File: config.mk
export PLATFORM = sky130hd
export DESIGN_NAME = cvm_queue
export DESIGN_NICKNAME = d
export VERILOG_FILES = /design/src/design/cvm_pkg.sv /design/src/design/cvm_queue.sv
export SDC_FILE = /design/constraint.sdc
export NUM_CORES = 1
export LEC_CHECK = 0
export ABC_AREA = 1
export ABC_CLOCK_PERIOD_IN_PS = 4400
export BUFFER_PORTS_ARGS = -buffer_cell sky130_fd_sc_hd__buf_4
export CAP_MARGIN = 20
export CORE_MARGIN = 2
export CORE_UTILIZATION = 55
export CTS_CLUSTER_SIZE = 40
export DETAILED_ROUTE_END_ITERATION = 12
export GPL_TIMING_DRIVEN = 0
export PLACE_DENSITY = 0.83
export RECOVER_POWER = 25
export SYNTH_ARGS = -nofsm -noshare
export SYNTH_HDL_FRONTEND = slang
export SYNTH_SLANG_ARGS = --single-unit
File: constraint.sdc
create_clock -name i_clk -period 4.4 [get_ports i_clk]
set_input_delay 1.32 -clock i_clk [delete_from_list [all_inputs] [get_ports i_clk]]
set_output_delay 1.32 -clock i_clk [all_outputs]
set_load 0.02 [all_outputs]
File: src/design/cvm_pkg.sv
// cvm_pkg: shared constants, codes and item types of the sliding-window convolver
// used by every module of the block; depends on nothing
`default_nettype none

package cvm_pkg;

    // geometry limits
    localparam int MAX_IMAGE  = 64;
    localparam int MAX_KERNEL = 5;
    localparam int TAP_COUNT  = MAX_KERNEL * MAX_KERNEL;

    // field widths
    localparam int IMG_W    = 7;
    localparam int KER_W    = 3;
    localparam int TAP_IN_W = 5;
    localparam int SAMPLE_W = 16;
    localparam int ACC_W    = 37;
    localparam int POS_W    = 6;

    // derived internal widths
    localparam int COL_W     = (MAX_IMAGE > 1) ? $clog2(MAX_IMAGE) : 1;
    localparam int SLOT_W    = (MAX_KERNEL > 1) ? $clog2(MAX_KERNEL) : 1;
    localparam int TAP_IDX_W = (TAP_COUNT > 1) ? $clog2(TAP_COUNT) : 1;
    localparam int PROD_W    = 2 * SAMPLE_W;

    // register port
    localparam int ADDR_W = 3;
    localparam int DATA_W = 32;

    // queue between front and back
    localparam int QUEUE_DEPTH = 4;
    localparam int QPTR_W      = $clog2(QUEUE_DEPTH);
    localparam int QCNT_W      = $clog2(QUEUE_DEPTH + 1);

    // request codes
    localparam logic REQ_TAP   = 1'b0;
    localparam logic REQ_PIXEL = 1'b1;

    // register indexes
    localparam logic REG_IMAGE  = 1'b0;
    localparam logic REG_KERNEL = 1'b1;

    // register reset values
    localparam logic [IMG_W-1:0] IMAGE_RESET  = IMG_W'(32);
    localparam logic [KER_W-1:0] KERNEL_RESET = KER_W'(3);

    // input item
    typedef struct packed {
        logic                       req_type;
        logic [TAP_IN_W-1:0]        tap_index;
        logic signed [SAMPLE_W-1:0] sample;
    } t_in_item;

    // result item
    typedef struct packed {
        logic signed [ACC_W-1:0] conv_value;
        logic [POS_W-1:0]        out_row;
        logic [POS_W-1:0]        out_col;
        logic                    frame_end;
    } t_out_item;

    // classified item passed from front to back
    typedef struct packed {
        logic                       is_pixel;
        logic                       tap_ok;
        logic [TAP_IDX_W-1:0]       tap_addr;
        logic signed [SAMPLE_W-1:0] sample;
        logic [COL_W-1:0]           col;
        logic [SLOT_W-1:0]          slot;
        logic                       emit;
        logic [POS_W-1:0]           out_row;
        logic [POS_W-1:0]           out_col;
        logic                       frame_end;
    } t_cmd;

endpackage

`default_nettype wire

File: src/design/cvm_queue.sv
// cvm_queue: short first-in first-out queue of classified items
// depends on cvm_pkg
`default_nettype none

module cvm_queue (
    input  wire logic          i_clk,
    input  wire logic          i_rst_n,
    input  wire logic          i_push_valid,
    output logic               o_push_stall,
    input  wire cvm_pkg::t_cmd i_push_cmd,
    output logic               o_pop_valid,
    input  wire logic          i_pop_stall,
    output cvm_pkg::t_cmd      o_pop_cmd
);
    import cvm_pkg::*;

    t_cmd              r_slots [QUEUE_DEPTH];
    logic [QPTR_W-1:0] r_wptr;
    logic [QPTR_W-1:0] r_rptr;
    logic [QCNT_W-1:0] r_count;
    logic              s_push;
    logic              s_pop;

    // fill state
    assign o_push_stall = (r_count == QCNT_W'(QUEUE_DEPTH));
    assign o_pop_valid  = (r_count != '0);
    assign o_pop_cmd    = r_slots[r_rptr];
    assign s_push       = i_push_valid && !o_push_stall;
    assign s_pop        = o_pop_valid && !i_pop_stall;

    // storage
    always_ff @(posedge i_clk) begin
        if (s_push) begin
            r_slots[r_wptr] <= i_push_cmd;
        end
    end

    // pointers and count
    always_ff @(posedge i_clk) begin
        if (!i_rst_n) begin
            r_wptr  <= '0;
            r_rptr  <= '0;
            r_count <= '0;
        end else begin
            if (s_push) begin
                r_wptr <= (r_wptr == QPTR_W'(QUEUE_DEPTH - 1)) ? '0 : r_wptr + QPTR_W'(1);
            end
            if (s_pop) begin
                r_rptr <= (r_rptr == QPTR_W'(QUEUE_DEPTH - 1)) ? '0 : r_rptr + QPTR_W'(1);
            end
            case ({s_push, s_pop})
                2'b10:   r_count <= r_count + QCNT_W'(1);
                2'b01:   r_count <= r_count - QCNT_W'(1);
                default: r_count <= r_count;
            endcase
        end
    end

endmodule

`default_nettype wire

==> flow_metrics.py, run 1 <==
metrics = {
    "final_layout": {
        "instances_no_fill": 823,
        "final_cell_mix": "edfxtp_1, nor2_1, buf_4",
        "layout_commonest_cell": "edfxtp_1",
        "area_delta_synth_final_pct": 20.1,
        "nets": 693,
        "drive_gt1_frac": 0.199,
        "diodes": 0,
    },
    "synth": {
        "synth_cell_types": 21,
        "yosysWarnings": 0,
        "ys.flop_type": "edfxtp_1",
        "syn-cell-area_mm2": 0.00737,
        "synthArstFlopShare": 0,
        "synth_edf_count": 184,
        "ys_seq_elements": 193,
        "syn_inst": 516,
        "synth.yosys.seq_area_share": 0.774,
        "synth_nets": 573,
        "synth.avg_cell_area_um2": 14.3,
    },
    "die": {
        "ios": 98,
        "die_height_um": 120,
        "start_util": 0.559,
        "die_area_mm2": 0.0143,
        "rows": 42,
        "die_w_um": 120,
        "core_mm2": 0.0132,
    },
    "clock_tree": {
        "cts_tree": "built",
        "cts_hold_buf": 0,
        "clock_latency_ps": 430,
        "cts_resized": 0,
        "numCtsBuffers": 17,
        "cts-htree-levels": 4,
        "clock_sinks": 193,
        "clkTransAtPathRegs_ps": 60,
        "cts_root_buf": "clkbuf_16",
        "cts_buffer_depth": 2,
        "post_cts_buffers": 0,
    },
    "timing": {
        "skew_ps": 5.85,
        "finalCritPeriodShare": 0.768,
        "period_minus_slack_ps": 3380,
        "finalSetupViolCount": 0,
        "finalMaxSlewViolations": 0,
        "rsz0062_at_grt": "no",
        "max_freq_mhz": 296,
        "worst_pin_slew_ps": 694,
        "hold_violations": 0,
        "setup_ws_ps": 1020,
        "max_slew_margin": 0.536,
    },
    "setup_path": {
        "reg2reg_setup_slack_ps": 2300,
        "critical_path_arrival_ps": 2060,
        "start_kind": "register",
        "crit_required_ps": 3080,
        "r2r_cells": 12,
        "endpoint_kind": "output pin",
        "path_class": "register to output pin",
        "r2r_start": "r_count[1]$_SDFFE_PN0P_",
        "reg2reg_to": "r_count[2]$_SDFFE_PN0P_",
        "cp_max_fo": 10,
    },
    "status": {
        "status": "finished clean",
    },
    "global_routing": {
        "antenna_found_initial": 0,
        "grt_pass1_wl_um": 23500,
        "grt_pass1_vias": 4727,
        "grt_max_degree": 29,
        "track_usage": 0.221,
        "overflow": 0,
    },
    "placement": {
        "pre_cts_slack_ps": 1380,
        "portBuffers": 97,
        "place_congestion": 0.762,
        "dpl.hpwl_um": 9540,
        "dp_cells": 793,
    },
    "route": {
        "wl_per_cell_um": 18.8,
        "vias_per_cell": 5.69,
        "drtIter0Drc": 468,
        "vias": 4683,
        "final_antenna_net_count": 0,
        "drtPass1Iterations": 5,
        "drt-total-wl_um": 15400,
        "drc": 0,
    },
    "power": {
        "power.density_mw_per_mm2": 627,
        "p_clk_frac": 0.254,
        "comb_power_share": 0.339,
        "power.switching_uw": 1840,
        "ir_worst_vdd_mv": 0.325,
        "seq_power_share": 0.407,
        "p_int_uw": 3710,
        "power_leakage_uw": 0.00312,
        "switching_share": 0.332,
    },
    "run": {
        "maxCapViolCount": 0,
    },
    "hold_path": {
        "hold_depth": 2,
        "worstHoldStart": "r_count[0]$_SDFFE_PN0P_",
        "hold_path_end": "r_count[0]$_SDFFE_PN0P_",
        "hold_path_class": "register to register",
    },
}
==> routing by layer <==
metal,routed length [um],GRT usage
met1,6110,0.274
met2,7850,0.369
met3,1210,0.0675
met4,257,0.0846
met5,0,0
==> power by group through the flow <==
stage | combinational (uW) | clock (uW) | sequential [uW]
CTS | 1900 | 1420 | 2260
global route | 2030 | 1490 | 2270
floorplan | 1120 | 0 | 2290
detailed placement | 1890 | 0 | 2300
finish | 1880 | 1410 | 2260
global placement | 1800 | 0 | 2310
==> critical path, stage by stage (launching register included) <==
cell and delay [ps]:
dfxtp_1 310, inv_1 260, clkbuf_1 460, o21ai_0 210, o22ai_1 210, buf_4 180
==> state kept, by name, indices dropped and copies added, names as in the netlist, named ones only <==
name	count
r_rptr	2
r_slots	184
r_count	3
r_wptr	2
==> how the worst max path moves through the flow <==
stage / to
final: o_pop_cmd[45]
after global routing: o_pop_cmd[23]
after CTS: o_pop_cmd[45]
after detailed placement: r_slots[1][4]$_DFFE_PP_
after global placement: r_slots[0][4]$_DFFE_PP_
after floorplan: r_slots[0][0]$_DFFE_PP_
==> per-stage QoR <==
stage	setup TNS, ps	area [um2]	total power (uW)	hold slack [ps]	util
2_1_floorplan	0	7370	3410	483	-
3_3_place_gp	-194800	8320	4110	507	0.631
3_5_place_dp	0	8430	4190	541	0.639
4_1_cts	0	8960	5580	551	0.679
5_1_grt	0	8860	5800	599	0.671
6_report	0	8860	5560	548	0.671
==> area by class of cell <==
class	count	area (um2)
Inverter	19	71.3
Clock inverter	10	95.1
Buffer	29	196
Clock buffer	20	437
Tap cell	176	220
Multi-Input combinational cell	275	1430
Fill cell	920	4330
Sequential cell	193	5710
Timing Repair Buffer	101	703
==> cells in the mapped netlist, types with 3 or more instances <==
master	instances	area [um2]
o21ai_0	60	300
buf_6	10	113
a21oi_1	3	15.0
inv_1	18	67.6
o22ai_2	6	75.1
ha_1	6	75.1
nand2_1	15	56.3
dfxtp_1	9	180
clkbuf_1	11	41.3
o22ai_1	40	250
nor2_2	6	37.5
buf_2	7	35.0
edfxtp_1	184	5530
o21ai_1	34	170
nor2_1	101	379
==> cell families after synthesis <==
kind of cell	share of synthesized area
compound gates	0.110
fa+ha+maj	0.0129
buf+inv	0.0363
flops	0.774
simple gates	0.0667
Note: power is estimated with default switching activity, not from simulation.
==> inputs of run 2 (changes only) <==
ABC_CLOCK_PERIOD_IN_PS = 2730   (was 4400)
CORE_UTILIZATION = 51   (was 55)
PLACE_DENSITY = 0.81   (was 0.83)
clock period = 2.73 ns   (was 4.4 ns; I/O delays follow)
==> run 2 against run 1 <==
Effect of this change:
- sequential share of layout area shrank 0.52 points
- global-route usage shrank 1.4 points
- combinational power grew 62%
- clock power grew 72%
- critical path depth grew 2
- register-to-register slack lost 1700 ps
- clock skew grew 3.1 ps
- worst hold slack lost 7.7 ps
- sequential power grew 62%
- final area grew 0.82%
- worst setup slack lost 940 ps
- die area grew 7.6%
- critical endpoint is now o_pop_cmd[39]
- largest cell class unchanged
- largest power group unchanged
==> flow_metrics.py, run 2 (same netlist as run 1, synthesis figures left out) <==
metrics = {
    "global_routing": {
        "grt_pass1_wl_um": 24800,
        "overflow": 0,
        "track_usage": 0.208,
        "antenna_found_initial": 0,
        "grt_pass1_vias": 4731,
        "grt_max_degree": 29,
    },
    "status": {
        "status": "finished clean",
    },
    "timing": {
        "max_freq_mhz": 378,
        "worst_pin_slew_ps": 776,
        "finalSetupViolCount": 0,
        "period_minus_slack_ps": 2640,
        "finalMaxSlewViolations": 0,
        "finalCritPeriodShare": 0.968,
        "max_slew_margin": 0.481,
        "rsz0062_at_grt": "no",
        "skew_ps": 8.91,
        "setup_ws_ps": 86.7,
        "hold_violations": 0,
    },
    "route": {
        "vias": 4585,
        "drt-total-wl_um": 15900,
        "drtIter0Drc": 557,
        "wl_per_cell_um": 19.2,
        "final_antenna_net_count": 0,
        "drtPass1Iterations": 5,
        "vias_per_cell": 5.53,
        "drc": 0,
    },
    "setup_path": {
        "cp-endpoint": "o_pop_cmd[39]",
        "crit_required_ps": 1910,
        "r2r_cells": 5,
        "reg2reg_setup_slack_ps": 610,
        "cp_max_fo": 10,
        "reg2reg_to": "r_slots[3][6]$_DFFE_PP_",
        "start_kind": "register",
        "r2r_start": "r_count[1]$_SDFFE_PN0P_",
        "path_class": "register to output pin",
        "critical_path_arrival_ps": 1820,
        "endpoint_kind": "output pin",
    },
    "clock_tree": {
        "clock_sinks": 193,
        "clock_latency_ps": 420,
        "cts-htree-levels": 4,
        "cts_tree": "built",
        "clkTransAtPathRegs_ps": 70,
        "cts_root_buf": "clkbuf_16",
        "numCtsBuffers": 17,
        "cts_buffer_depth": 2,
    },
    "final_layout": {
        "largest-register": "r_slots",
        "drive_gt1_frac": 0.233,
        "largest_reg_flops": 184,
        "area_delta_synth_final_pct": 21.1,
        "top_regs": "r_slots (184), r_count (3)",
        "final_cell_mix": "edfxtp_1, nor2_1, buf_4",
        "nets": 693,
        "final_area_mm2": 0.00893,
        "fillers": 1023,
        "layout_commonest_cell": "edfxtp_1",
        "final_core_util": 0.638,
        "diodes": 0,
    },
    "die": {
        "start_util": 0.527,
        "die_height_um": 124,
        "ios": 98,
        "die_area_mm2": 0.0154,
        "die_w_um": 124,
        "rows": 43,
        "core_mm2": 0.0140,
    },
    "placement": {
        "place_congestion": 0.798,
        "pre_cts_slack_ps": 188,
        "placed_cell_area_mm2": 0.00843,
        "dpl.hpwl_um": 9900,
        "portBuffers": 97,
    },
    "power": {
        "power_leakage_uw": 0.00318,
        "ir_worst_vdd_mv": 0.707,
        "power.density_mw_per_mm2": 1020,
    },
    "hold_path": {
        "hold_path_class": "register to register",
    },
    "run": {
        "maxCapViolCount": 0,
    },
}
==> run 2: changes by cell type in the layout (fill, tap and decap cells not counted), sizes merged <==
cell / delta
clkinv: -3
inv: +4
clkbuf: -3
clkinvlp: +4
==> run 2: final cells by class <==
cell class / instances / area (um2) / share of cell area
sequential: 193 / 5710 / 0.639
multi-input combinational: 275 / 1430 / 0.160
timing repair buffer: 101 / 699 / 0.0783
clock buffer: 17 / 425 / 0.0476
tap: 180 / 225 / 0.0252
buffer: 29 / 213 / 0.0238
clock inverter: 15 / 158 / 0.0177
inverter: 19 / 75.1 / 0.00841
==> run 2: layer usage <==
metal,vias to the layer above,track usage,wire length (um)
met4,0,0.0714,168
li1,2149,-,-
met1,2239,0.253,6480
met2,184,0.362,8180
met5,-,0,0
met3,13,0.0529,1070
==> run 2: through the flow <==
step / hold slack [ps] / power (uW) / setup TNS [ps] / std cells
floorplan: 483 / 5500 / -120530 / 516
global placement: 507 / 6640 / -401790 / 793
detailed placement: 521 / 6760 / 0 / 797
CTS: 540 / 9170 / 0 / 829
global route: 552 / 9540 / 0 / 829
finish: 540 / 9130 / 0 / 829
==> run 2: worst min-delay path by stage <==
stage                      startpoint                     end  cells after the start
2_1_floorplan  r_rptr[1]$_SDFFE_PN0P_                register                      2
3_3_place_gp   r_rptr[1]$_SDFFE_PN0P_  r_rptr[1]$_SDFFE_PN0P_                      2
3_5_place_dp   r_rptr[1]$_SDFFE_PN0P_                register                      2
4_1_cts        r_rptr[1]$_SDFFE_PN0P_  r_rptr[1]$_SDFFE_PN0P_                      2
5_1_grt        r_rptr[1]$_SDFFE_PN0P_  r_rptr[1]$_SDFFE_PN0P_                      2
6_report       r_rptr[1]$_SDFFE_PN0P_  r_rptr[1]$_SDFFE_PN0P_                      2
==> run 2: what timing repair did <==
action / 4_1_cts / 5_1_grt
setup buffers: 0 / 0
endpoints found under the setup margin: 30 / 10
hold endpoints to repair: 0 / 0
gates resized for setup: 9 / 8
hold buffers: 0 / 0
==> run 2: power breakdown <==
group | total (uW) | switching [uW] | internal [uW] | leakage [uW]
Combinational | 3050 | 1920 | 1120 | 0.00114
Clock | 2430 | 1070 | 1360 | 0.000277
Sequential | 3650 | 90.0 | 3560 | 0.00176
Total | 9130 | 3080 | 6040 | 0.00318
==> run 2: critical path: stages, from the launching register on <==
cell and delay [ps]:
dfxtp_1 340, buf_6 150, inv_2 60, buf_6 160, buf_6 170, nor2_1 50, o22ai_1 270, buf_4 200
