**config.mk**
```make
export PLATFORM = sky130hd
export DESIGN_NAME = cvm_front
export DESIGN_NICKNAME = d
export VERILOG_FILES = /design/src/design/cvm_pkg.sv /design/src/design/cvm_front.sv
export SDC_FILE = /design/constraint.sdc
export NUM_CORES = 1
export LEC_CHECK = 0
export BUFFER_PORTS_ARGS = -buffer_cell sky130_fd_sc_hd__buf_4
export CELL_PAD_IN_SITES_DETAIL_PLACEMENT = 1
export CELL_PAD_IN_SITES_GLOBAL_PLACEMENT = 2
export CORE_UTILIZATION = 21
export DETAILED_ROUTE_END_ITERATION = 12
export GPL_ROUTABILITY_DRIVEN = 0
export GPL_TIMING_DRIVEN = 0
export PLACE_DENSITY = 0.79
export SYNTH_ARGS = -nofsm -noshare
export SYNTH_HDL_FRONTEND = slang
export SYNTH_SLANG_ARGS = --single-unit
```
**constraint.sdc**
```tcl
create_clock -name i_clk -period 2.53 [get_ports i_clk]
set_input_delay 0.506 -clock i_clk [delete_from_list [all_inputs] [get_ports i_clk]]
set_output_delay 0.506 -clock i_clk [all_outputs]
set_load 0.05 [all_outputs]
```
**src/design/cvm_pkg.sv**
```systemverilog
// cvm_pkg: shared constants, codes and item types of the sliding-window convolver
// used by every module of the block; depends on nothing
`default_nettype none

package cvm_pkg;

    // geometry limits
    localparam int MAX_IMAGE  = 64;
    localparam int MAX_KERNEL = 5;
    localparam int TAP_COUNT  = MAX_KERNEL * MAX_KERNEL;

    // field widths
    localparam int IMG_W    = 7;
    localparam int KER_W    = 3;
    localparam int TAP_IN_W = 5;
    localparam int SAMPLE_W = 16;
    localparam int ACC_W    = 37;
    localparam int POS_W    = 6;

    // derived internal widths
    localparam int COL_W     = (MAX_IMAGE > 1) ? $clog2(MAX_IMAGE) : 1;
    localparam int SLOT_W    = (MAX_KERNEL > 1) ? $clog2(MAX_KERNEL) : 1;
    localparam int TAP_IDX_W = (TAP_COUNT > 1) ? $clog2(TAP_COUNT) : 1;
    localparam int PROD_W    = 2 * SAMPLE_W;

    // register port
    localparam int ADDR_W = 3;
    localparam int DATA_W = 32;

    // queue between front and back
    localparam int QUEUE_DEPTH = 4;
    localparam int QPTR_W      = $clog2(QUEUE_DEPTH);
    localparam int QCNT_W      = $clog2(QUEUE_DEPTH + 1);

    // request codes
    localparam logic REQ_TAP   = 1'b0;
    localparam logic REQ_PIXEL = 1'b1;

    // register indexes
    localparam logic REG_IMAGE  = 1'b0;
    localparam logic REG_KERNEL = 1'b1;

    // register reset values
    localparam logic [IMG_W-1:0] IMAGE_RESET  = IMG_W'(32);
    localparam logic [KER_W-1:0] KERNEL_RESET = KER_W'(3);

    // input item
    typedef struct packed {
        logic                       req_type;
        logic [TAP_IN_W-1:0]        tap_index;
        logic signed [SAMPLE_W-1:0] sample;
    } t_in_item;

    // result item
    typedef struct packed {
        logic signed [ACC_W-1:0] conv_value;
        logic [POS_W-1:0]        out_row;
        logic [POS_W-1:0]        out_col;
        logic                    frame_end;
    } t_out_item;

    // classified item passed from front to back
    typedef struct packed {
        logic                       is_pixel;
        logic                       tap_ok;
        logic [TAP_IDX_W-1:0]       tap_addr;
        logic signed [SAMPLE_W-1:0] sample;
        logic [COL_W-1:0]           col;
        logic [SLOT_W-1:0]          slot;
        logic                       emit;
        logic [POS_W-1:0]           out_row;
        logic [POS_W-1:0]           out_col;
        logic                       frame_end;
    } t_cmd;

endpackage

`default_nettype wire

```
**src/design/cvm_front.sv**
```systemverilog
// cvm_front: register port, raster counters and item classification
// depends on cvm_pkg
`default_nettype none

module cvm_front (
    input  wire logic                      i_clk,
    input  wire logic                      i_rst_n,
    input  wire logic                      i_in_valid,
    input  wire cvm_pkg::t_in_item         i_in_item,
    input  wire logic                      i_push_stall,
    output logic                           o_push_valid,
    output cvm_pkg::t_cmd                  o_push_cmd,
    output logic [cvm_pkg::KER_W-1:0]      o_kernel,
    input  wire logic                      psel,
    input  wire logic                      penable,
    input  wire logic                      pwrite,
    input  wire logic [cvm_pkg::ADDR_W-1:0] paddr,
    input  wire logic [cvm_pkg::DATA_W-1:0] pwdata,
    output logic [cvm_pkg::DATA_W-1:0]     prdata,
    output logic                           pready
);
    import cvm_pkg::*;

    logic [IMG_W-1:0]  r_image_size;
    logic [KER_W-1:0]  r_kernel_size;
    logic [COL_W-1:0]  r_row;
    logic [COL_W-1:0]  r_col;
    logic [SLOT_W-1:0] r_slot;

    logic [IMG_W-1:0]  s_n;
    logic [KER_W-1:0]  s_k;
    logic [IMG_W-1:0]  s_kn;
    logic [IMG_W-1:0]  s_row_p1;
    logic [IMG_W-1:0]  s_col_p1;
    logic              s_last_col;
    logic              s_last;
    logic              s_emit;
    logic              s_accept;
    logic              s_cfg_wr;
    logic              s_reg_idx;

    // register access decode
    assign pready    = 1'b1;
    assign s_cfg_wr  = psel && penable && pwrite;
    assign s_reg_idx = paddr[ADDR_W-1];

    always_comb begin
        unique case (s_reg_idx)
            REG_IMAGE:  prdata = DATA_W'(r_image_size);
            REG_KERNEL: prdata = DATA_W'(r_kernel_size);
        endcase
    end

    // clamp register values to the supported range
    always_comb begin
        if (r_image_size == '0) begin
            s_n = IMG_W'(1);
        end else if (r_image_size > IMG_W'(MAX_IMAGE)) begin
            s_n = IMG_W'(MAX_IMAGE);
        end else begin
            s_n = r_image_size;
        end
        if (r_kernel_size == '0) begin
            s_k = KER_W'(1);
        end else if (r_kernel_size > KER_W'(MAX_KERNEL)) begin
            s_k = KER_W'(MAX_KERNEL);
        end else begin
            s_k = r_kernel_size;
        end
    end

    assign o_kernel = s_k;

    // raster position and window completion
    assign s_kn       = IMG_W'(s_k);
    assign s_row_p1   = IMG_W'(r_row) + IMG_W'(1);
    assign s_col_p1   = IMG_W'(r_col) + IMG_W'(1);
    assign s_last_col = (s_col_p1 == s_n);
    assign s_last     = s_last_col && (s_row_p1 == s_n);
    assign s_emit     = (s_kn <= s_n) && (s_row_p1 >= s_kn) && (s_col_p1 >= s_kn);

    assign s_accept     = i_in_valid && !i_push_stall;
    assign o_push_valid = i_in_valid;

    // classified item
    always_comb begin
        o_push_cmd.is_pixel  = (i_in_item.req_type == REQ_PIXEL);
        o_push_cmd.tap_ok    = (i_in_item.tap_index < TAP_IN_W'(TAP_COUNT));
        o_push_cmd.tap_addr  = TAP_IDX_W'(i_in_item.tap_index);
        o_push_cmd.sample    = i_in_item.sample;
        o_push_cmd.col       = r_col;
        o_push_cmd.slot      = r_slot;
        o_push_cmd.emit      = s_emit;
        o_push_cmd.out_row   = POS_W'(s_row_p1 - s_kn);
        o_push_cmd.out_col   = POS_W'(s_col_p1 - s_kn);
        o_push_cmd.frame_end = s_last;
    end

    // registers and raster counters; a register write restarts the frame
    always_ff @(posedge i_clk) begin
        if (!i_rst_n) begin
            r_image_size  <= IMAGE_RESET;
            r_kernel_size <= KERNEL_RESET;
            r_row         <= '0;
            r_col         <= '0;
            r_slot        <= '0;
        end else if (s_cfg_wr) begin
            unique case (s_reg_idx)
                REG_IMAGE:  r_image_size  <= pwdata[IMG_W-1:0];
                REG_KERNEL: r_kernel_size <= pwdata[KER_W-1:0];
            endcase
            r_row  <= '0;
            r_col  <= '0;
            r_slot <= '0;
        end else if (s_accept && i_in_item.req_type == REQ_PIXEL) begin
            if (s_last_col) begin
                r_col <= '0;
                if (s_last) begin
                    r_row  <= '0;
                    r_slot <= '0;
                end else begin
                    r_row  <= r_row + COL_W'(1);
                    r_slot <= (r_slot == SLOT_W'(MAX_KERNEL - 1)) ? '0 : r_slot + SLOT_W'(1);
                end
            end else begin
                r_col <= r_col + COL_W'(1);
            end
        end
    end

endmodule

`default_nettype wire

```
==> out/metrics.cfg, run 1 <==
[run_status]
status=finished, violations left
failed_checks=design-rule violations, negative setup slack

[routing]
drt-initial-drc-count=72
num_vias=2694
drcViolationCount=5
antenna_violating_nets_post_route=0
routed_wirelength_um=8730
dr.pass1.iters=8
detail_route.wl_per_cell_um=14.3
routed_via_density=4.42

[setup_path]
setup.worst_path.end_class=primary output
cp-start-kind=flip-flop
worst-endpoint-required_ns=2.02
crit_start=r_image_size[3]
path_class=reg -> out
crit_arrival_ns=2.20
crit_path_max_fanout=6
reg2reg_from=r_col[1]

[timing]
timing.final.crit_period_ns=2.71
final_min_period_over_clock_period=1.07
final-max-slew-violation-count=0
worst_slack_ns=-0.177
finalClockSkew_ns=0.00501
worst_slew_pin_slew_ns=0.528
tns_ns=-0.720
final-hold-violation-count=0
maxSlewHeadroom=0.646
rsz0062_at_grt=yes
clock.fmax_ghz=0.369
setup_viols_final=6

[floorplan]
number_of_standard_cell_rows_in_the_floorplan=39
die_y_um=112
initial_utilization=0.218
placeableCoreArea_um2=11600
io_pins=147
floorplan.die.width_um=112
floorplan.die_area_um2=12500

[hold_path]
hold_path_class=in -> reg
min_from=pwdata[0]

[final_layout]
layout-area-overhead-vs-synth_pct=74.5
final_layout_size_suffix_gt1_frac=0.576
mostFrequentLayoutCell=sky130_fd_sc_hd__buf_4
layout.cells.most_common_list=sky130_fd_sc_hd__buf_4, sky130_fd_sc_hd__nand2_1, sky130_fd_sc_hd__conb_1
finalNonFillerCells=610
layout.nets=547
antenna_cells_inserted=0

[power]
intPower_w=0.000827
ir_drop_mv=0.209
clock_power_share=0.270
p_per_cell_area_nw_per_um2=307
combPwrFrac=0.438
seq_power_share=0.292
total_power_of_the_final_layout_w=0.00135
cellLeakagePower_nw=1.95
power_switching_w=0.000527
switching_share=0.389

[yosys]
synthArstFlopShare=0
synth_edf_count=0
instance_count_of_the_mapped_netlist=325
ys_dominant_reg_cell=sky130_fd_sc_hd__dfxtp_1
yosysSeqAreaShare=0.198
yosysUniqueCellTypes=57
mappedNetlistArea_um2=2530
syn_area_per_cell_um2=7.77
yosys_warns=0
synth.ff_latch_count=25

[cts]
postCtsHoldBufs=0
cts.reportedPaths.clkPinSlew_ns=0.07
clock_sink_count=25
numCtsBuffers=3
cts.htree.levels=1
cts.root.buffer_cell=sky130_fd_sc_hd__clkbuf_16
clk_path_buf_depth=2
tritoncts=done
latest_clock_arrival_within_the_worst_skew_pair_ns=0.26

[place]
dp_slack_ns=-0.647
post-place-cells=569
portBuffers=77
dp_hpwl_um=6360

[grt]
number_of_global_route_vias_before_repair=2717
antenna_found_initial=0
grt_first_pass_wirelength_um=13700
grtUsageTotal=0.136
grt_start_max_net_pins=15
grt_remaining_overflow=0

[flow_run]
timing.max_cap.violations=0

-- cells in the mapped netlist (3+ instances only) --
master	count	share of area
sky130_fd_sc_hd__a21boi_0	6	0.018
sky130_fd_sc_hd__a21o_1	3	0.0089
sky130_fd_sc_hd__a21oi_1	19	0.038
sky130_fd_sc_hd__a22oi_1	6	0.018
sky130_fd_sc_hd__a31oi_1	5	0.012
sky130_fd_sc_hd__and3_1	6	0.015
sky130_fd_sc_hd__buf_2	3	0.0059
sky130_fd_sc_hd__buf_4	52	0.15
sky130_fd_sc_hd__clkbuf_1	4	0.0059
sky130_fd_sc_hd__clkbuf_8	3	0.016
sky130_fd_sc_hd__dfxtp_1	25	0.20
sky130_fd_sc_hd__ha_1	13	0.064
sky130_fd_sc_hd__inv_1	13	0.019
sky130_fd_sc_hd__mux2i_1	3	0.012
sky130_fd_sc_hd__nand2_1	39	0.058
sky130_fd_sc_hd__nand3_1	18	0.036
sky130_fd_sc_hd__nand4b_1	4	0.014
sky130_fd_sc_hd__nor2_1	17	0.025
sky130_fd_sc_hd__nor2b_1	5	0.012
sky130_fd_sc_hd__nor3_1	3	0.0059
sky130_fd_sc_hd__o21a_1	3	0.0089
sky130_fd_sc_hd__o21ai_0	6	0.012
sky130_fd_sc_hd__or2_2	3	0.0074
sky130_fd_sc_hd__xnor2_1	11	0.038
sky130_fd_sc_hd__xor2_1	12	0.042
-- path summary, 6_finish.rpt --
path | to | slack, ns | depth (start not counted)
max | o_push_cmd[13] | -0.18 | 11
max reg2reg | r_slot[2] | 0.23 | 9
min | r_kernel_size[0] | 0.46 | 3
min reg2reg | r_row[1] | 0.50 | 2
-- per-stage QoR --
step | cell area [µm²] | hold slack (ns) | utilization
floorplan | 2810 | 0.453 | -
global placement | 3560 | 0.474 | 0.308
detailed placement | 3560 | 0.480 | 0.308
CTS | 4220 | 0.461 | 0.365
global route | 4410 | 0.475 | 0.381
finish | 4410 | 0.464 | 0.381
-- power by group through the flow --
stage	clock (W)	combinational [W]	sequential [W]
after global routing	0.000392	0.000620	0.000396
final	0.000366	0.000593	0.000395
after global placement	0	0.000519	0.000411
after CTS	0.000380	0.000577	0.000396
after floorplan	0	0.000400	0.000412
after detailed placement	0	0.000523	0.000412
-- cell type report --
class / count / area (µm²)
buffer: 63 / 495
tap: 143 / 179
multi-input combinational: 244 / 2080
inverter: 13 / 60.1
clock buffer: 3 / 75.1
fill: 1352 / 7160
clock inverter: 1 / 5.00
timing repair buffer: 118 / 966
sequential: 25 / 547
-- metal layers --
metal,GRT usage,part of all wire
met2,0.248,0.51
met3,0.0142,0.036
met5,0,0
met1,0.173,0.44
met4,0.0270,0.0066
-- what timing repair did --
action	CTS	global route
gates resized for setup	78	31
hold endpoints to repair	0	0
pin swaps	27	29
setup buffers	30	14
endpoints found under the setup margin	10	10
-- cells by family (layout without fill, tap and decap cells) --
| logic type | after synthesis | count (layout) | share of synthesized area |
|---|---|---|---|
| and+or+nand+nor | 113 | 113 | 0.230 |
| buffers and inverters | 80 | 198 | 0.222 |
| AOI/OAI and AO/OA | 62 | 62 | 0.166 |
| DFF | 25 | 25 | 0.198 |
| xor gates and xnor gates | 23 | 23 | 0.0797 |
| adders and majority gates | 15 | 15 | 0.0802 |
| muxes | 5 | 5 | 0.0208 |
| other | 2 | 26 | 0.00297 |
-- worst max-delay path: stages (launching register included) --
cell                        delay, ns
sky130_fd_sc_hd__dfxtp_4         0.38
sky130_fd_sc_hd__nor3_4          0.25
sky130_fd_sc_hd__a21oi_2         0.10
sky130_fd_sc_hd__nor2_1          0.14
sky130_fd_sc_hd__ha_2            0.17
sky130_fd_sc_hd__nor2b_1         0.04
sky130_fd_sc_hd__o21a_1          0.18
sky130_fd_sc_hd__o2111ai_2       0.21
sky130_fd_sc_hd__o21ai_2         0.10
sky130_fd_sc_hd__nor2_1          0.11
sky130_fd_sc_hd__buf_4           0.12
sky130_fd_sc_hd__buf_8           0.13
-- registers in the layout, summed over array words and instances, names as in the netlist --
name / flops
r_image_size: 7
r_slot: 3
r_kernel_size: 3
r_col: 6
r_row: 6
Note: power is estimated with default switching activity, not from simulation.
==> inputs of run 2 (changes only) <==
Settings changed: BUFFER_PORTS_ARGS -buffer_cell sky130_fd_sc_hd__buf_4 to -buffer_cell sky130_fd_sc_hd__buf_2.
==> run 2 against run 1 <==
Compared with the run above: the flow still finishes with violations (design-rule violations, negative setup slack); worst setup slack worse by 0.0020 ns; via count fell by 1.8%; cell area is 4.8% lower; critical endpoint is now o_push_cmd[0]; largest power group unchanged.
==> out/metrics.cfg, run 2 (same netlist as run 1, synthesis figures left out) <==
[cts]
clk_path_buf_depth=2  ; unchanged
numCtsBuffers=3  ; unchanged
latest_clock_arrival_within_the_worst_skew_pair_ns=0.27  ; about the same
cts.reportedPaths.clkPinSlew_ns=0.07  ; about the same
tritoncts=done
cts.root.buffer_cell=sky130_fd_sc_hd__clkbuf_16
clock_sink_count=25  ; unchanged
cts.htree.levels=1  ; unchanged

[setup_path]
cp.depth=8  ; -3
worst-path-buf-inv=2  ; unchanged
cells_along_the_critical_path=buf_4 -> nand3_1 -> xor2_4 -> o221a_2 -> o221a_4 -> o2111ai_4 -> nor2_4 -> buf_8
setup.worst_path.end_class=primary output
rr_endpoint=r_slot[2]
reg2reg_from=r_col[0]
path_delay_family=compound AO/OA/AOI/OAI gates
r2r.worst_path.cells=8  ; -1
maximum_single_stage_delay_on_the_critical_path_ns=0.38  ; about the same
worst-endpoint-required_ns=2.02  ; about the same
regToRegSetupSlack_ns=0.31  ; +0.08 ns
path_class=reg -> out
crit_arrival_ns=2.20  ; about the same
crit_path_max_fanout=6  ; unchanged
cp_slowest_cell=sky130_fd_sc_hd__dfxtp_4
cp-start-kind=flip-flop

[timing]
timing.final.crit_period_ns=2.71  ; +0.00197 ns
rsz0062_at_grt=yes
worst_slack_ns=-0.179  ; -0.00197 ns
final_min_period_over_clock_period=1.07  ; about the same
holdWs_ns=0.468  ; +0.00365 ns
setup_viols_final=6  ; unchanged
worst_slew_pin_slew_ns=0.512  ; -0.0159 ns
final-hold-violation-count=0  ; unchanged
finalClockSkew_ns=0.00667  ; +0.00165 ns
final-max-slew-violation-count=0  ; unchanged
maxSlewHeadroom=0.657  ; +0.0106
clock.fmax_ghz=0.369  ; about the same

[final_layout]
postLayoutCellArea_um2=4200  ; -4.8%
layout.cells.most_common_list=sky130_fd_sc_hd__buf_4, sky130_fd_sc_hd__buf_2, sky130_fd_sc_hd__nand2_1
fill_cells=1376  ; +1.8%
antenna_cells_inserted=0  ; unchanged
largest_register_ffs=7  ; unchanged
layout.nets=542  ; -0.91%
layout-area-overhead-vs-synth_pct=66.2
final_layout_size_suffix_gt1_frac=0.563  ; -0.0132
finalNonFillerCells=605  ; -0.82%
largest-register=r_image_size
mostFrequentLayoutCell=sky130_fd_sc_hd__buf_4
top_regs=r_image_size x7, r_col x6, r_row x6
utilization=0.363  ; -0.0182

[routing]
drt-initial-drc-count=88  ; +22%
antenna_violating_nets_post_route=0  ; unchanged
drcViolationCount=5  ; unchanged
num_vias=2646  ; -1.8%
routed_wirelength_um=8520  ; -2.4%
dr.pass1.iters=8  ; unchanged
detail_route.wl_per_cell_um=14.1  ; -1.6%
routed_via_density=4.37  ; -0.97%

[hold_path]
number_of_cells_on_the_worst_hold_path=3  ; unchanged
min_from=pwdata[5]
holdPathEnd=r_image_size[5]
hold_path_class=in -> reg

[floorplan]
die_y_um=112  ; unchanged
number_of_standard_cell_rows_in_the_floorplan=39  ; unchanged
io_pins=147  ; unchanged
initial_utilization=0.218  ; unchanged
placeableCoreArea_um2=11600  ; unchanged
floorplan.die_area_um2=12500  ; unchanged
floorplan.die.width_um=112  ; unchanged

[run_status]
status=finished, violations left
failed_checks=design-rule violations, negative setup slack

[power]
ir_drop_mv=0.214  ; +2.4%
cellLeakagePower_nw=1.90  ; -2.6%
p_per_cell_area_nw_per_um2=315  ; +2.5%

[grt]
number_of_global_route_vias_before_repair=2706  ; -0.40%
grt_first_pass_wirelength_um=14000  ; +1.9%
antenna_found_initial=0  ; unchanged
grtUsageTotal=0.139  ; +0.00302
grt_start_max_net_pins=16  ; +1
grt_remaining_overflow=0  ; unchanged

[place]
placement.cell_area_um2=3370  ; -5.4%
portBuffers=77  ; unchanged
dp_hpwl_um=6320  ; -0.60%
post-place-cells=569  ; unchanged

[flow_run]
timing.max_cap.violations=0  ; unchanged

## run 2: changes by cell type in the layout (fill, tap and decap cells not counted), moves of 2 or more
cell / previous run / this run
sky130_fd_sc_hd__buf_2: 1 / 68
sky130_fd_sc_hd__dfxtp_2: 4 / 2
sky130_fd_sc_hd__buf_6: 17 / 12
sky130_fd_sc_hd__inv_4: 3 / 1
sky130_fd_sc_hd__dfxtp_1: 10 / 12
sky130_fd_sc_hd__buf_4: 151 / 85
## run 2: per-layer routing
layer | vias up | share of wire | GRT usage
met5 | - | 0 | 0
met2 | 66 | 0.51 | 0.249
met4 | 0 | 0.011 | 0.0315
met3 | 7 | 0.034 | 0.0158
li1 | 1316 | - | -
met1 | 1257 | 0.45 | 0.178
## run 2: timing repair
item,4_1_cts,5_1_grt
pin swaps,27,18
gates resized for setup,93,20
setup endpoints to repair,19,10
gates cloned,0,0
hold buffers,0,0
buffers inserted,26,10
## run 2: how the worst max path moves through the flow
stage                    endpoint  startpoint  slack (ns)
global route        o_push_cmd[0]    r_row[0]       -0.31
global placement    o_push_cmd[0]    r_row[0]       -0.69
CTS                 o_push_cmd[0]    r_row[0]       -0.23
floorplan           o_push_cmd[4]    r_col[0]       -0.06
finish              o_push_cmd[0]    r_col[0]       -0.18
detailed placement  o_push_cmd[0]    r_row[0]       -0.75
## run 2: per-stage QoR
step,setup TNS (ns),power [W],setup WS [ns]
finish,-0.555,0.00132,-0.179
global route,-1.16,0.00138,-0.308
CTS,-0.683,0.00133,-0.234
detailed placement,-2.55,0.000898,-0.751
global placement,-2.03,0.000894,-0.688
floorplan,-0.165,0.000812,-0.0646
## run 2: power breakdown
group / internal [W] / switching [W]
logic: 0.000189 / 0.000361
registers: 0.000387 / 0.00000791
clock network: 0.000215 / 0.000161
total: 0.000792 / 0.000529
## run 2: tightest hold or removal path, stage by stage
cell	delay (ns)
sky130_fd_sc_hd__buf_2	0.07
sky130_fd_sc_hd__nand2_1	0.04
sky130_fd_sc_hd__nand3_1	0.07
## run 2: layout make-up
type                       count  area (µm²)  area share
multi-input combinational    244        2110       0.502
tap                          143         179      0.0426
clock buffer                   3        75.1      0.0179
sequential                    25         544       0.130
clock inverter                 1        7.51     0.00179
buffer                        63         494       0.118
inverter                      13        62.6      0.0149
timing repair buffer         113         729       0.174
==> inputs of run 3 (changes only) <==
Settings changed: RECOVER_POWER set to 25.
==> run 3 against run 2 <==
Compared with the run above: sequential share of layout area increased by 0.062 points; highest routed layer unchanged; clock skew unchanged; the flow still finishes with violations (design-rule violations, negative setup slack); clock power about the same; register-to-register slack about the same; routed wire length increased by 0.13%; sequential cell count unchanged; largest cell class unchanged; sequential power about the same; clock-buffer cell count unchanged; final cell count unchanged; critical endpoint unchanged; global-route usage unchanged; via count about the same.
==> out/metrics.cfg, run 3 (same netlist as run 1, synthesis figures left out) <==
[cts]
numCtsBuffers=3  ; unchanged
cts.htree.levels=1  ; unchanged
clock_sink_count=25  ; unchanged
tritoncts=done
cts.root.buffer_cell=sky130_fd_sc_hd__clkbuf_16
latest_clock_arrival_within_the_worst_skew_pair_ns=0.27  ; about the same
cts.reportedPaths.clkPinSlew_ns=0.07  ; about the same
clk_path_buf_depth=2  ; unchanged

[grt]
number_of_global_route_vias_before_repair=2706  ; unchanged
grt_first_pass_wirelength_um=14000  ; unchanged
grt_start_max_net_pins=16  ; unchanged
antenna_found_initial=0  ; unchanged
grt_remaining_overflow=0  ; unchanged
grtUsageTotal=0.139  ; unchanged

[final_layout]
largest-register=r_image_size
postLayoutCellArea_um2=4180  ; -0.48%
utilization=0.361  ; -0.00173
layout.cells.most_common_list=sky130_fd_sc_hd__buf_4, sky130_fd_sc_hd__buf_2, sky130_fd_sc_hd__nand2_1
antenna_cells_inserted=0  ; unchanged
top_regs=r_image_size x7, r_col x6, r_row x6
layout-area-overhead-vs-synth_pct=65.4
layout.nets=542  ; unchanged
mostFrequentLayoutCell=sky130_fd_sc_hd__buf_4
final_layout_size_suffix_gt1_frac=0.528  ; -0.0346
largest_register_ffs=7  ; unchanged

[routing]
routed_via_density=4.38  ; about the same
dr.pass1.iters=8  ; unchanged
num_vias=2648  ; +0.076%
drcViolationCount=5  ; unchanged
detail_route.wl_per_cell_um=14.1  ; +0.13%
routed_wirelength_um=8530  ; +0.13%
drt-initial-drc-count=88  ; unchanged
antenna_violating_nets_post_route=0  ; unchanged

[timing]
final-hold-violation-count=0  ; unchanged
maxSlewHeadroom=0.598  ; -0.0590
timing.final.crit_period_ns=2.71  ; unchanged
setup_viols_final=6  ; unchanged
rsz0062_at_grt=yes
final-max-slew-violation-count=0  ; unchanged
worst_slew_pin_slew_ns=0.605  ; +0.0929 ns
worst_slack_ns=-0.179  ; unchanged
final_min_period_over_clock_period=1.07  ; unchanged
finalClockSkew_ns=0.00667  ; unchanged
clock.fmax_ghz=0.369  ; unchanged

[floorplan]
io_pins=147  ; unchanged
number_of_standard_cell_rows_in_the_floorplan=39  ; unchanged
initial_utilization=0.218  ; unchanged
placeableCoreArea_um2=11600  ; unchanged
die_y_um=112  ; unchanged
floorplan.die_area_um2=12500  ; unchanged
floorplan.die.width_um=112  ; unchanged

[flow_run]
timing.max_cap.violations=0  ; unchanged

[setup_path]
cp-start-kind=flip-flop
r2r.worst_path.cells=8  ; unchanged
worst-endpoint-required_ns=2.02  ; about the same
setup.worst_path.end_class=primary output
crit_arrival_ns=2.20  ; about the same
crit_path_max_fanout=6  ; unchanged
path_class=reg -> out
regToRegSetupSlack_ns=0.31  ; about the same

[hold_path]
number_of_cells_on_the_worst_hold_path=3  ; unchanged
hold_path_class=in -> reg

[place]
portBuffers=77  ; unchanged
dp_hpwl_um=6320  ; unchanged
placement.cell_area_um2=3370  ; unchanged

[power]
cellLeakagePower_nw=1.86  ; -2.3%
ir_drop_mv=0.214  ; about the same
p_per_cell_area_nw_per_um2=315  ; +0.21%

[run_status]
status=finished, violations left
failed_checks=design-rule violations, negative setup slack

==> run 3: cell types whose count changed in the layout (fill, tap and decap cells not counted), sizes merged <==
| cell | previous run | this run |
|---|---|---|
| buf | 169 | 153 |
| clkbuf | 10 | 26 |
==> run 3: worst paths after layout <==
path,end,startpoint
hold reg to reg,r_slot[1],r_slot[1]
setup reg to reg,r_slot[2],r_col[0]
setup / recovery,o_push_cmd[0],r_col[0]
hold / removal,r_image_size[5],pwdata[5]
==> run 3: layout make-up <==
class,count,area [µm²]
Sequential cell,25,544
Inverter,13,62.6
Multi-Input combinational cell,244,2110
Clock inverter,1,7.51
Buffer,63,494
Tap cell,143,179
Clock buffer,3,75.1
Timing Repair Buffer,113,709
Fill cell,1378,7390
==> run 3: per-layer routing <==
metal | wire length [µm] | track usage | vias to the layer above
li1 | - | - | 1316
met1 | 3820 | 0.178 | 1259
met2 | 4320 | 0.249 | 66
met3 | 297 | 0.0158 | 7
met4 | 91 | 0.0315 | 0
met5 | 0 | 0 | -
==> run 3: what timing repair did <==
action | 4_1_cts | 5_1_grt
gates resized for setup | 93 | 20
endpoints found under the setup margin | 19 | 10
pin swaps | 27 | 18
buffers inserted | 26 | 10
hold buffers | 0 | 0
==> run 3: critical path, stage by stage, from the launching register on <==
cell,delay (ns)
sky130_fd_sc_hd__dfxtp_4,0.38
sky130_fd_sc_hd__buf_4,0.13
sky130_fd_sc_hd__nand3_1,0.19
sky130_fd_sc_hd__xor2_4,0.33
sky130_fd_sc_hd__o221a_2,0.25
sky130_fd_sc_hd__o221a_4,0.20
sky130_fd_sc_hd__o2111ai_4,0.15
sky130_fd_sc_hd__nor2_4,0.14
sky130_fd_sc_hd__buf_8,0.15
==> run 3: power by group <==
group	total, W	switching [W]	internal [W]
clock	0.000376	0.000161	0.000215
sequential	0.000395	0.00000792	0.000387
combinational	0.000546	0.000361	0.000185
==> run 3: per-stage QoR <==
| stage | setup TNS (ns) | power (W) | std cells | setup WS (ns) | hold slack [ns] |
|---|---|---|---|---|---|
| floorplan | -0.165 | 0.000812 | 349 | -0.0646 | 0.453 |
| global placement | -2.03 | 0.000894 | 569 | -0.688 | 0.474 |
| detailed placement | -2.55 | 0.000898 | 569 | -0.751 | 0.496 |
| CTS | -0.683 | 0.00133 | 597 | -0.234 | 0.471 |
| global route | -1.16 | 0.00138 | 605 | -0.308 | 0.484 |
| finish | -0.555 | 0.00132 | 605 | -0.179 | 0.468 |
